## src/hw/rtl/bspid_pkg.sv

```systemverilog
// Shared constants for the button setpoint PID speed controller.
package bspid_pkg;

   localparam int SPEED_BITS_DEF = 10;
   localparam int NUM_BUTTONS    = 5;
   localparam int GAIN_W         = 8;
   localparam int ILIM_W         = 10;
   localparam int DUTY_W         = 8;
   localparam int LED_W          = 8;
   localparam int CNT_W          = 2;

   // Configuration port
   localparam int CSR_INDEX_W = 3;
   localparam int CSR_DATA_W  = 10;

   localparam logic [CSR_INDEX_W-1:0] REG_P_GAIN         = 3'd0;
   localparam logic [CSR_INDEX_W-1:0] REG_I_GAIN         = 3'd1;
   localparam logic [CSR_INDEX_W-1:0] REG_D_GAIN         = 3'd2;
   localparam logic [CSR_INDEX_W-1:0] REG_INTEGRAL_LIMIT = 3'd3;
   localparam logic [CSR_INDEX_W-1:0] REG_SMALL_STEP     = 3'd4;
   localparam logic [CSR_INDEX_W-1:0] REG_LARGE_STEP     = 3'd5;

   localparam logic [GAIN_W-1:0] P_GAIN_RST     = 8'd1;
   localparam logic [GAIN_W-1:0] I_GAIN_RST     = 8'd1;
   localparam logic [GAIN_W-1:0] D_GAIN_RST     = 8'd50;
   localparam logic [ILIM_W-1:0] ILIMIT_RST     = 10'd1023;
   localparam logic [GAIN_W-1:0] SMALL_STEP_RST = 8'd10;
   localparam logic [GAIN_W-1:0] LARGE_STEP_RST = 8'd50;
   localparam logic [LED_W-1:0]  LED_RST        = 8'hFF;

   // Menu state codes: odd = button held, even = button released
   localparam int MENU_W = 4;
   localparam logic [MENU_W-1:0] MENU_IDLE    = 4'd0;
   localparam logic [MENU_W-1:0] MENU_B1_HELD = 4'd1;
   localparam logic [MENU_W-1:0] MENU_B1_REL  = 4'd2;
   localparam logic [MENU_W-1:0] MENU_B2_HELD = 4'd3;
   localparam logic [MENU_W-1:0] MENU_B2_REL  = 4'd4;
   localparam logic [MENU_W-1:0] MENU_B3_HELD = 4'd5;
   localparam logic [MENU_W-1:0] MENU_B3_REL  = 4'd6;
   localparam logic [MENU_W-1:0] MENU_B4_HELD = 4'd7;
   localparam logic [MENU_W-1:0] MENU_B4_REL  = 4'd8;
   localparam logic [MENU_W-1:0] MENU_B5_HELD = 4'd9;
   localparam logic [MENU_W-1:0] MENU_B5_REL  = 4'd10;

   // x / 10 == (x * 0xCCCD) >> 19 for every x below 2**16
   localparam int              DIV10_MUL_W = 16;
   localparam logic [15:0]     DIV10_MUL   = 16'hCCCD;
   localparam int              DIV10_SHIFT = 19;

endpackage

```

## src/hw/rtl/button_setpoint_pid_speed_controller.sv

```systemverilog
// Top level of the button setpoint PID speed controller.
//
//  channel | direction | handshake           | payload
//  --------+-----------+---------------------+-------------------------------------------
//  req_    | in        | req_valid/req_stall | req_buttons_pressed, req_measured_speed
//  rsp_    | out       | rsp_valid/rsp_stall | rsp_duty_cycle, rsp_led_pattern, rsp_setpoint
//  csr_    | in        | csr_valid/csr_ready | csr_index, csr_wdata
//
// One control tick per transaction. The whole tick (debounce, menu, setpoint
// clamp, PID, duty scaling) is one combinational pass from the request ports
// into the result register, and a transaction can be accepted every cycle
// while req_stall is low. A skid register behind the result register takes
// one more transaction while the result is stalled; req_stall rises only
// when the skid register is full. csr_ready is always high. Synchronous
// active-high reset restores all gains and controller state.
module button_setpoint_pid_speed_controller
   #(
      parameter int SPEED_BITS = bspid_pkg::SPEED_BITS_DEF
   )
   (
      input  logic                               clock,
      input  logic                               reset,

      input  logic                               req_valid,
      output logic                               req_stall,
      input  logic [bspid_pkg::NUM_BUTTONS-1:0]  req_buttons_pressed,
      input  logic [SPEED_BITS-1:0]              req_measured_speed,

      output logic                               rsp_valid,
      input  logic                               rsp_stall,
      output logic [bspid_pkg::DUTY_W-1:0]       rsp_duty_cycle,
      output logic [bspid_pkg::LED_W-1:0]        rsp_led_pattern,
      output logic [SPEED_BITS-1:0]              rsp_setpoint,

      input  logic                               csr_valid,
      output logic                               csr_ready,
      input  logic [bspid_pkg::CSR_INDEX_W-1:0]  csr_index,
      input  logic [bspid_pkg::CSR_DATA_W-1:0]   csr_wdata
   );

   import bspid_pkg::*;

   // Width of the setpoint arithmetic: room for +/- one step and a sign
   localparam int DES_W = SPEED_BITS + 2;
   // Width of the integral sum before clamping
   localparam int ISUM_W = ((SPEED_BITS > ILIM_W) ? SPEED_BITS : ILIM_W) + 2;
   // Width of one gain product and of the PID sum
   localparam int PROD_W = SPEED_BITS + GAIN_W + 2;
   localparam int IPROD_W = GAIN_W + ILIM_W + 2;
   localparam int OSUM_W = PROD_W + 2;
   // Width of 255 * out
   localparam int SCL_W = SPEED_BITS + DUTY_W;
   localparam int DIVP_W = SPEED_BITS + DIV10_MUL_W;

   localparam logic [SPEED_BITS-1:0] SPEED_MAX = {SPEED_BITS{1'b1}};

   typedef struct packed {
      logic [DUTY_W-1:0]     duty;
      logic [LED_W-1:0]      led;
      logic [SPEED_BITS-1:0] setpoint;
   } rsp_type;

   // ---------------------------------------------------------------------
   // Configuration registers
   // ---------------------------------------------------------------------
   logic [GAIN_W-1:0] p_gain_ff, i_gain_ff, d_gain_ff;
   logic [ILIM_W-1:0] ilimit_ff;
   logic [GAIN_W-1:0] small_step_ff, large_step_ff;

   assign csr_ready = 1'b1;

   always_ff @(posedge clock) begin
      if (reset) begin
         p_gain_ff     <= P_GAIN_RST;
         i_gain_ff     <= I_GAIN_RST;
         d_gain_ff     <= D_GAIN_RST;
         ilimit_ff     <= ILIMIT_RST;
         small_step_ff <= SMALL_STEP_RST;
         large_step_ff <= LARGE_STEP_RST;
      end else if (csr_valid && csr_ready) begin
         unique case (csr_index)
            REG_P_GAIN:         p_gain_ff     <= csr_wdata[GAIN_W-1:0];
            REG_I_GAIN:         i_gain_ff     <= csr_wdata[GAIN_W-1:0];
            REG_D_GAIN:         d_gain_ff     <= csr_wdata[GAIN_W-1:0];
            REG_INTEGRAL_LIMIT: ilimit_ff     <= csr_wdata[ILIM_W-1:0];
            REG_SMALL_STEP:     small_step_ff <= csr_wdata[GAIN_W-1:0];
            REG_LARGE_STEP:     large_step_ff <= csr_wdata[GAIN_W-1:0];
            default: ;  // drop writes to unmapped indexes
         endcase
      end
   end

   // ---------------------------------------------------------------------
   // Handshake
   // ---------------------------------------------------------------------
   logic    rsp_valid_ff, skid_valid_ff;
   rsp_type rsp_ff, skid_ff;
   logic    req_fire, rsp_fire;

   assign req_stall = skid_valid_ff;
   assign req_fire  = req_valid && !req_stall;
   assign rsp_fire  = rsp_valid_ff && !rsp_stall;

   // ---------------------------------------------------------------------
   // Controller state
   // ---------------------------------------------------------------------
   logic [CNT_W-1:0]      cnt_ff [NUM_BUTTONS];
   logic [CNT_W-1:0]      cnt_in [NUM_BUTTONS];
   logic [NUM_BUTTONS-1:0] flags;
   logic [MENU_W-1:0]     menu_ff, menu_in;
   logic [MENU_W-1:0]     acted_ff, acted_in;
   logic [SPEED_BITS-1:0] target_ff, target_in;
   logic [ILIM_W-1:0]     integ_ff, integ_in;
   logic [SPEED_BITS-1:0] prev_meas_ff;
   logic [DUTY_W-1:0]     last_duty_ff, duty_in;
   logic [LED_W-1:0]      led_ff, led_in;

   // Debounce: count rises to 2 while held, falls to 1 while released
   always_comb begin
      for (int k = 0; k < NUM_BUTTONS; k++) begin
         cnt_in[k] = cnt_ff[k];
         if (req_buttons_pressed[k]) begin
            cnt_in[k] = (cnt_ff[k] < 2'd2) ? cnt_ff[k] + 2'd1 : 2'd2;
         end else if (cnt_ff[k] != 2'd1) begin
            cnt_in[k] = (cnt_ff[k] > 2'd1) ? cnt_ff[k] - 2'd1 : 2'd1;
         end
         flags[k] = (cnt_in[k] >= 2'd2);
      end
   end

   // Setpoint / 10 for the LED display
   logic [DIVP_W-1:0] div10_prod;
   logic [DIVP_W-1:0] div10_q;

   assign div10_prod = DIVP_W'(target_ff) * DIVP_W'(DIV10_MUL);
   assign div10_q    = div10_prod >> DIV10_SHIFT;

   // Menu state machine and setpoint step
   logic signed [DES_W-1:0] desired;

   always_comb begin
      menu_in  = menu_ff;
      acted_in = acted_ff;
      led_in   = (menu_ff != MENU_B5_HELD) ? ~last_duty_ff : led_ff;
      desired  = $signed({2'b00, target_ff});
      unique case (menu_ff) inside
         MENU_IDLE: begin
            acted_in = MENU_IDLE;
            // lowest button number wins
            for (int k = NUM_BUTTONS - 1; k >= 0; k--) begin
               if (flags[k]) begin
                  menu_in = MENU_W'(2 * k + 1);
               end
            end
         end
         MENU_B1_HELD, MENU_B2_HELD, MENU_B3_HELD, MENU_B4_HELD, MENU_B5_HELD: begin
            if (!flags[menu_ff[MENU_W-1:1]]) begin
               menu_in = menu_ff + MENU_W'(1);
            end else if (acted_ff != menu_ff) begin
               // act once per press
               acted_in = menu_ff;
               unique case (menu_ff)
                  MENU_B1_HELD: desired = desired - $signed(DES_W'(small_step_ff));
                  MENU_B2_HELD: desired = desired + $signed(DES_W'(small_step_ff));
                  MENU_B3_HELD: desired = desired - $signed(DES_W'(large_step_ff));
                  MENU_B4_HELD: desired = desired + $signed(DES_W'(large_step_ff));
                  MENU_B5_HELD: led_in  = ~div10_q[LED_W-1:0];
                  default: ;
               endcase
            end
         end
         default: menu_in = MENU_IDLE;
      endcase
   end

   // Clamp the setpoint to 0..SPEED_MAX
   always_comb begin
      if (desired[DES_W-1]) begin
         target_in = '0;
      end else if (|desired[DES_W-2:SPEED_BITS]) begin
         target_in = SPEED_MAX;
      end else begin
         target_in = desired[SPEED_BITS-1:0];
      end
   end

   // PID
   logic signed [SPEED_BITS:0]   err, dmeas;
   logic signed [ISUM_W-1:0]     isum;
   logic signed [PROD_W-1:0]     p_prod, d_prod;
   logic signed [IPROD_W-1:0]    i_prod;
   logic signed [OSUM_W-1:0]     osum;
   logic [SPEED_BITS-1:0]        out_val;
   logic [SCL_W-1:0]             scaled, dq;

   assign err   = $signed({1'b0, target_in}) - $signed({1'b0, req_measured_speed});
   assign dmeas = $signed({1'b0, prev_meas_ff}) - $signed({1'b0, req_measured_speed});
   assign isum  = $signed({{(ISUM_W - ILIM_W){1'b0}}, integ_ff})
                + $signed({{(ISUM_W - SPEED_BITS - 1){err[SPEED_BITS]}}, err});

   // Clamp the integral to 0..integral_limit
   always_comb begin
      if (isum[ISUM_W-1]) begin
         integ_in = '0;
      end else if (isum[ISUM_W-2:0] > (ISUM_W-1)'(ilimit_ff)) begin
         integ_in = ilimit_ff;
      end else begin
         integ_in = isum[ILIM_W-1:0];
      end
   end

   assign p_prod = $signed({1'b0, p_gain_ff}) * err;
   assign i_prod = $signed({1'b0, i_gain_ff}) * $signed({1'b0, integ_in});
   assign d_prod = $signed({1'b0, d_gain_ff}) * dmeas;
   assign osum   = OSUM_W'(p_prod) + OSUM_W'(i_prod) + OSUM_W'(d_prod);

   always_comb begin
      if (osum[OSUM_W-1]) begin
         out_val = '0;
      end else if (|osum[OSUM_W-2:SPEED_BITS]) begin
         out_val = SPEED_MAX;
      end else begin
         out_val = osum[SPEED_BITS-1:0];
      end
   end

   // duty = 255 * out / SPEED_MAX; divide by 2**n - 1 as (y + (y >> n) + 1) >> n
   assign scaled  = {out_val, {DUTY_W{1'b0}}} - SCL_W'(out_val);
   assign dq      = scaled + (scaled >> SPEED_BITS) + SCL_W'(1);
   assign duty_in = dq[SPEED_BITS +: DUTY_W];

   // Advance controller state on each accepted transaction
   always_ff @(posedge clock) begin
      if (reset) begin
         for (int k = 0; k < NUM_BUTTONS; k++) begin
            cnt_ff[k] <= 2'd1;
         end
         menu_ff      <= MENU_IDLE;
         acted_ff     <= MENU_IDLE;
         target_ff    <= '0;
         integ_ff     <= '0;
         prev_meas_ff <= '0;
         last_duty_ff <= '0;
         led_ff       <= LED_RST;
      end else if (req_fire) begin
         for (int k = 0; k < NUM_BUTTONS; k++) begin
            cnt_ff[k] <= cnt_in[k];
         end
         menu_ff      <= menu_in;
         acted_ff     <= acted_in;
         target_ff    <= target_in;
         integ_ff     <= integ_in;
         prev_meas_ff <= req_measured_speed;
         last_duty_ff <= duty_in;
         led_ff       <= led_in;
      end
   end

   // ---------------------------------------------------------------------
   // Result and skid registers
   // ---------------------------------------------------------------------
   rsp_type rsp_new;

   assign rsp_new.duty     = duty_in;
   assign rsp_new.led      = led_in;
   assign rsp_new.setpoint = target_in;

   always_ff @(posedge clock) begin
      if (reset) begin
         rsp_valid_ff  <= 1'b0;
         skid_valid_ff <= 1'b0;
      end else if (skid_valid_ff) begin
         // drain the skid entry first; no request is taken meanwhile
         if (rsp_fire) begin
            skid_valid_ff <= 1'b0;
         end
      end else if (req_fire) begin
         if (!rsp_valid_ff || rsp_fire) begin
            rsp_valid_ff <= 1'b1;
         end else begin
            skid_valid_ff <= 1'b1;
         end
      end else if (rsp_fire) begin
         rsp_valid_ff <= 1'b0;
      end
   end

   always_ff @(posedge clock) begin
      if (skid_valid_ff) begin
         if (rsp_fire) begin
            rsp_ff <= skid_ff;
         end
      end else if (req_fire) begin
         if (!rsp_valid_ff || rsp_fire) begin
            rsp_ff <= rsp_new;
         end else begin
            skid_ff <= rsp_new;
         end
      end
   end

   assign rsp_valid       = rsp_valid_ff;
   assign rsp_duty_cycle  = rsp_ff.duty;
   assign rsp_led_pattern = rsp_ff.led;
   assign rsp_setpoint    = rsp_ff.setpoint;

   // ---------------------------------------------------------------------
   // Assertions
   // ---------------------------------------------------------------------
   logic cnt_range_ok;

   always_comb begin
      cnt_range_ok = 1'b1;
      for (int k = 0; k < NUM_BUTTONS; k++) begin
         if (cnt_ff[k] == 2'd0 || cnt_ff[k] == 2'd3) begin
            cnt_range_ok = 1'b0;
         end
      end
   end

   assert property (@(posedge clock) disable iff (reset) req_fire |=> rsp_valid)
      else $error("accepted transaction produced no result");

   assert property (@(posedge clock) disable iff (reset) skid_valid_ff |-> rsp_valid_ff)
      else $error("skid entry held without a result in front of it");

   assert property (@(posedge clock) disable iff (reset)
                    skid_valid_ff && rsp_stall |=> skid_valid_ff && $stable(skid_ff))
      else $error("skid entry lost while result stalled");

   assert property (@(posedge clock) disable iff (reset) cnt_range_ok)
      else $error("debounce count left the range 1..2");

endmodule

```

## config.mk

```make
export PLATFORM = sky130hd
export DESIGN_NAME = button_setpoint_pid_speed_controller
export DESIGN_NICKNAME = d
export VERILOG_FILES = /design/src/hw/rtl/bspid_pkg.sv /design/src/hw/rtl/button_setpoint_pid_speed_controller.sv
export SDC_FILE = /design/constraint.sdc
export NUM_CORES = 1
export LEC_CHECK = 0
export BUFFER_PORTS_ARGS = -buffer_cell sky130_fd_sc_hd__buf_2
export CAP_MARGIN = 40
export CORE_AREA = 2 2 206 208
export CTS_CLUSTER_SIZE = 16
export DETAILED_ROUTE_END_ITERATION = 6
export DIE_AREA = 0 0 208 210
export PLACE_DENSITY = 0.76
export SLEW_MARGIN = 25
export SYNTH_ARGS = -nofsm -noshare
export SYNTH_HDL_FRONTEND = slang
export SYNTH_SLANG_ARGS = --single-unit
```

## constraint.sdc

```tcl
create_clock -name clock -period 49.3 [get_ports clock]
set_input_delay 7.395 -clock clock [delete_from_list [all_inputs] [get_ports clock]]
set_output_delay 7.395 -clock clock [all_outputs]
set_load 0.05 [all_outputs]
```

==> metrics.txt <==
via/cell ratio 5.86; synth unique cells 92; Post-CTS Resized 0; met2 Usage GRT 47.5%; M3 GR Usage under 10%; Final min period 27.02 ns; CTS tree yes; Tot GR Track Use 28.7%; Slew HR between 30% and 40%; Num CTS Buffers 17; Synth Area in Simple Gates 15.2%; first-pass GRT wire length a little under 100,000 um; Clock Pin Slew Worst Setup and Hold Paths 0.08 ns; Fin. Hold Viols 0; post-synthesis compound-gate area fraction 13.8%; IO Pins 62; Worst setup SP type input port; GR peak layer met2; IO Port Bufs 60; RSZ-0062 raised after global routing no; Fin Setup TNS 0 ns; Worst-Skew Late Latency 0.46 ns; drt first pass iters 6; Avg Inst Size Synth 8.96 um^2; largest net degree at the start of global routing between 60 and 70; FF+latch count, synth 168; Slew Limit Fails 0; Netlist Area Pre-Place roughly 0.023 mm^2; Final #Nets 3,129; Max Clk Rate roughly 0.037 GHz; crit-path most repeated cell a21oi_1; synthesis-to-finish area growth 6.27%; Worst Path Max Fanout 14; Data required, critical path 49.51 ns; layout cells sized above 1 6.76%; max_cap viols 0; clk root buf clkbuf_16; DR vias 18,170; Reg area 0.00398 mm^2; Post-Synthesis Cells approximately 2,500; fill count 3,586; post-route ant nets 0; DIE HEIGHT ~210 um; CP arrival 27.23 ns; part of the cycle the worst path needs 54.8%; Synth Area in XOR/XNOR 3.44%; Post CTS Setup Buffer Count 0; hold crit path type reg -> reg; Yosys warnings 0; Synth Flop Type dfxtp_1; Max Root-Sink Buffers 2; mux cell area share after synthesis 1.53%; wire length per cell 19.5 um; largest family of logic cells by synthesized area adder cells; status finished clean; Initial DRC Count around 1,500; Row Count 75; worst-margin pin slew ~0.92 ns; hold buffer count at CTS 0; vias in the first global route 18,740; core area between 0.04 and 0.05 mm^2; die footprint 0.0437 mm^2; H-Tree Depth 4; # clock sinks 168; detailed-route wire length between 60,000 and 70,000 um; Die Width 208 um; DRC errors left 0; Async S/R FF share, synth 0%; GPL Wtd Cong roughly 1; Setup crit end kind flop; max incr delay on CP between 0.6 and 0.7 ns; total gr overflow 0; initial antenna violation count 0; kind of critical path in -> reg; slowest cell on the critical path xor2_1; sequential cell area fraction in the yosys report 17.6%; Initial Util between 50 and 60%; Post-synth EDFFs 62; Final Skew ~0.017 ns; DP Wirelength approximately 49,000 um; Post-Synth Adder-Cell Area 40.0%; syn_nets 3,111; Final setup viols 0; Diodes inserted 0; Multi-input gate area 0.0168 mm^2; M1 GR Usage 37.2%
-- cells in the mapped netlist (all sizes together), types with 27 or more instances --
library cell  count  area share, %
fa              284             25
o211ai           32            1.1
a21o             43            1.4
dfxtp           106            9.4
ha              265             15
inv             421            7.0
a21oi           142            3.1
clkbuf           73            1.2
nor2             97            1.6
nor2b            51            1.4
nand3            27           0.64
edfxtp           62            8.2
o21ai            89            2.0
and2            131            3.6
xor2             34            1.3
nand2           315            5.2
xnor2            54            2.1
-- cell type report --
cell class	instances	share of cell area, %
multi-input cells	1860	69.7
flip-flops and latches	168	16.6
inverters	421	6.57
well taps	539	2.80
repair buffers	79	1.82
clock buffers	17	1.77
clock inverters	15	0.759
-- critical path: cells and delay by family --
family	cells	cell delay, ns
adder cells (fa/ha/maj)	17	6.40
buffers and inverters	7	0.68
multiplexers	2	0.42
XOR/XNOR	5	1.37
AND/OR/NAND/NOR	15	3.10
AO/OA/AOI/OAI	35	7.79
-- worst paths after layout --
| check | from | to | slack [ns] | cells after the start |
|---|---|---|---|---|
| min | large_step_ff[2] | large_step_ff[2] | 0.46 | 2 |
| min reg2reg | large_step_ff[2] | large_step_ff[2] | 0.46 | 2 |
| max | req_buttons_pressed[4] | rsp_duty_cycle[1] | 22.28 | 81 |
| max reg2reg | menu_ff[3] | rsp_duty_cycle[1] | 27.11 | 87 |
-- layer usage --
metal	vias to the layer above	share of wire (%)
li1	8335	-
met1	8938	40
met2	753	48
met3	144	8.1
met4	0	3.9
met5	-	0
-- stage by stage --
step / util, % / std cells / setup WS [ns] / hold slack [ns] / area, um^2
2_1_floorplan: - / 2529 / 24.60 / 0.435 / 22700
3_5_place_dp: 56.5 / 3063 / 22.10 / 0.453 / 23400
6_report: 58.0 / 3099 / 22.28 / 0.462 / 24100
3_3_place_gp: 56.4 / 3059 / 22.33 / 0.444 / 23400
5_1_grt: 58.0 / 3099 / 20.84 / 0.495 / 24100
4_1_cts: 58.0 / 3095 / 22.53 / 0.464 / 24000
-- sequential cells by signal, indices dropped and copies added (netlist names) --
| signal | count |
|---|---|
| rsp_valid | 1 |
| acted_ff | 4 |
| req_stall | 1 |
| skid_ff | 26 |
| integ_ff | 10 |
| p_gain_ff | 8 |
| rsp_setpoint | 10 |
| i_gain_ff | 8 |
| rsp_duty_cycle | 8 |
| target_ff | 10 |
| rsp_led_pattern | 8 |
| ilimit_ff | 10 |
| d_gain_ff | 8 |
| menu_ff | 4 |
| small_step_ff | 8 |
| large_step_ff | 8 |
| prev_meas_ff | 10 |
| last_duty_ff | 8 |
| led_ff | 8 |
| cnt_ff | 10 |
-- cells by family (layout without fill, tap and decap cells) --
logic type | after synthesis | after routing
compound gates | 472 | 472
xor+xnor | 88 | 88
fa+ha+maj | 554 | 554
buf+inv | 501 | 532
flops | 168 | 168
mux | 32 | 32
other cells | 1 | 1
simple gates | 713 | 713
-- placed cells by master (no fill, tap or decap), types with 11 or more instances in the layout --
cell type	count
edfxtp_1	62
xor2_1	34
mux2_2	21
o21a_1	22
o211ai_1	31
buf_2	62
o21bai_1	11
nand2b_1	16
a31oi_1	15
and2_1	131
nand3_1	25
nor2_1	96
nor2b_1	50
ha_1	265
inv_1	418
a21oi_1	141
a21o_1	43
dfxtp_1	106
fa_1	284
o21ai_0	81
mux2i_1	11
xnor2_1	53
and3_1	13
nand2_1	314
clkbuf_16	17
a211oi_1	14
nor3_1	21
buf_4	13
Power is left out: the tool's default activity adds up to more than one toggle a clock period on the data nets, which glitch-free logic cannot reach.
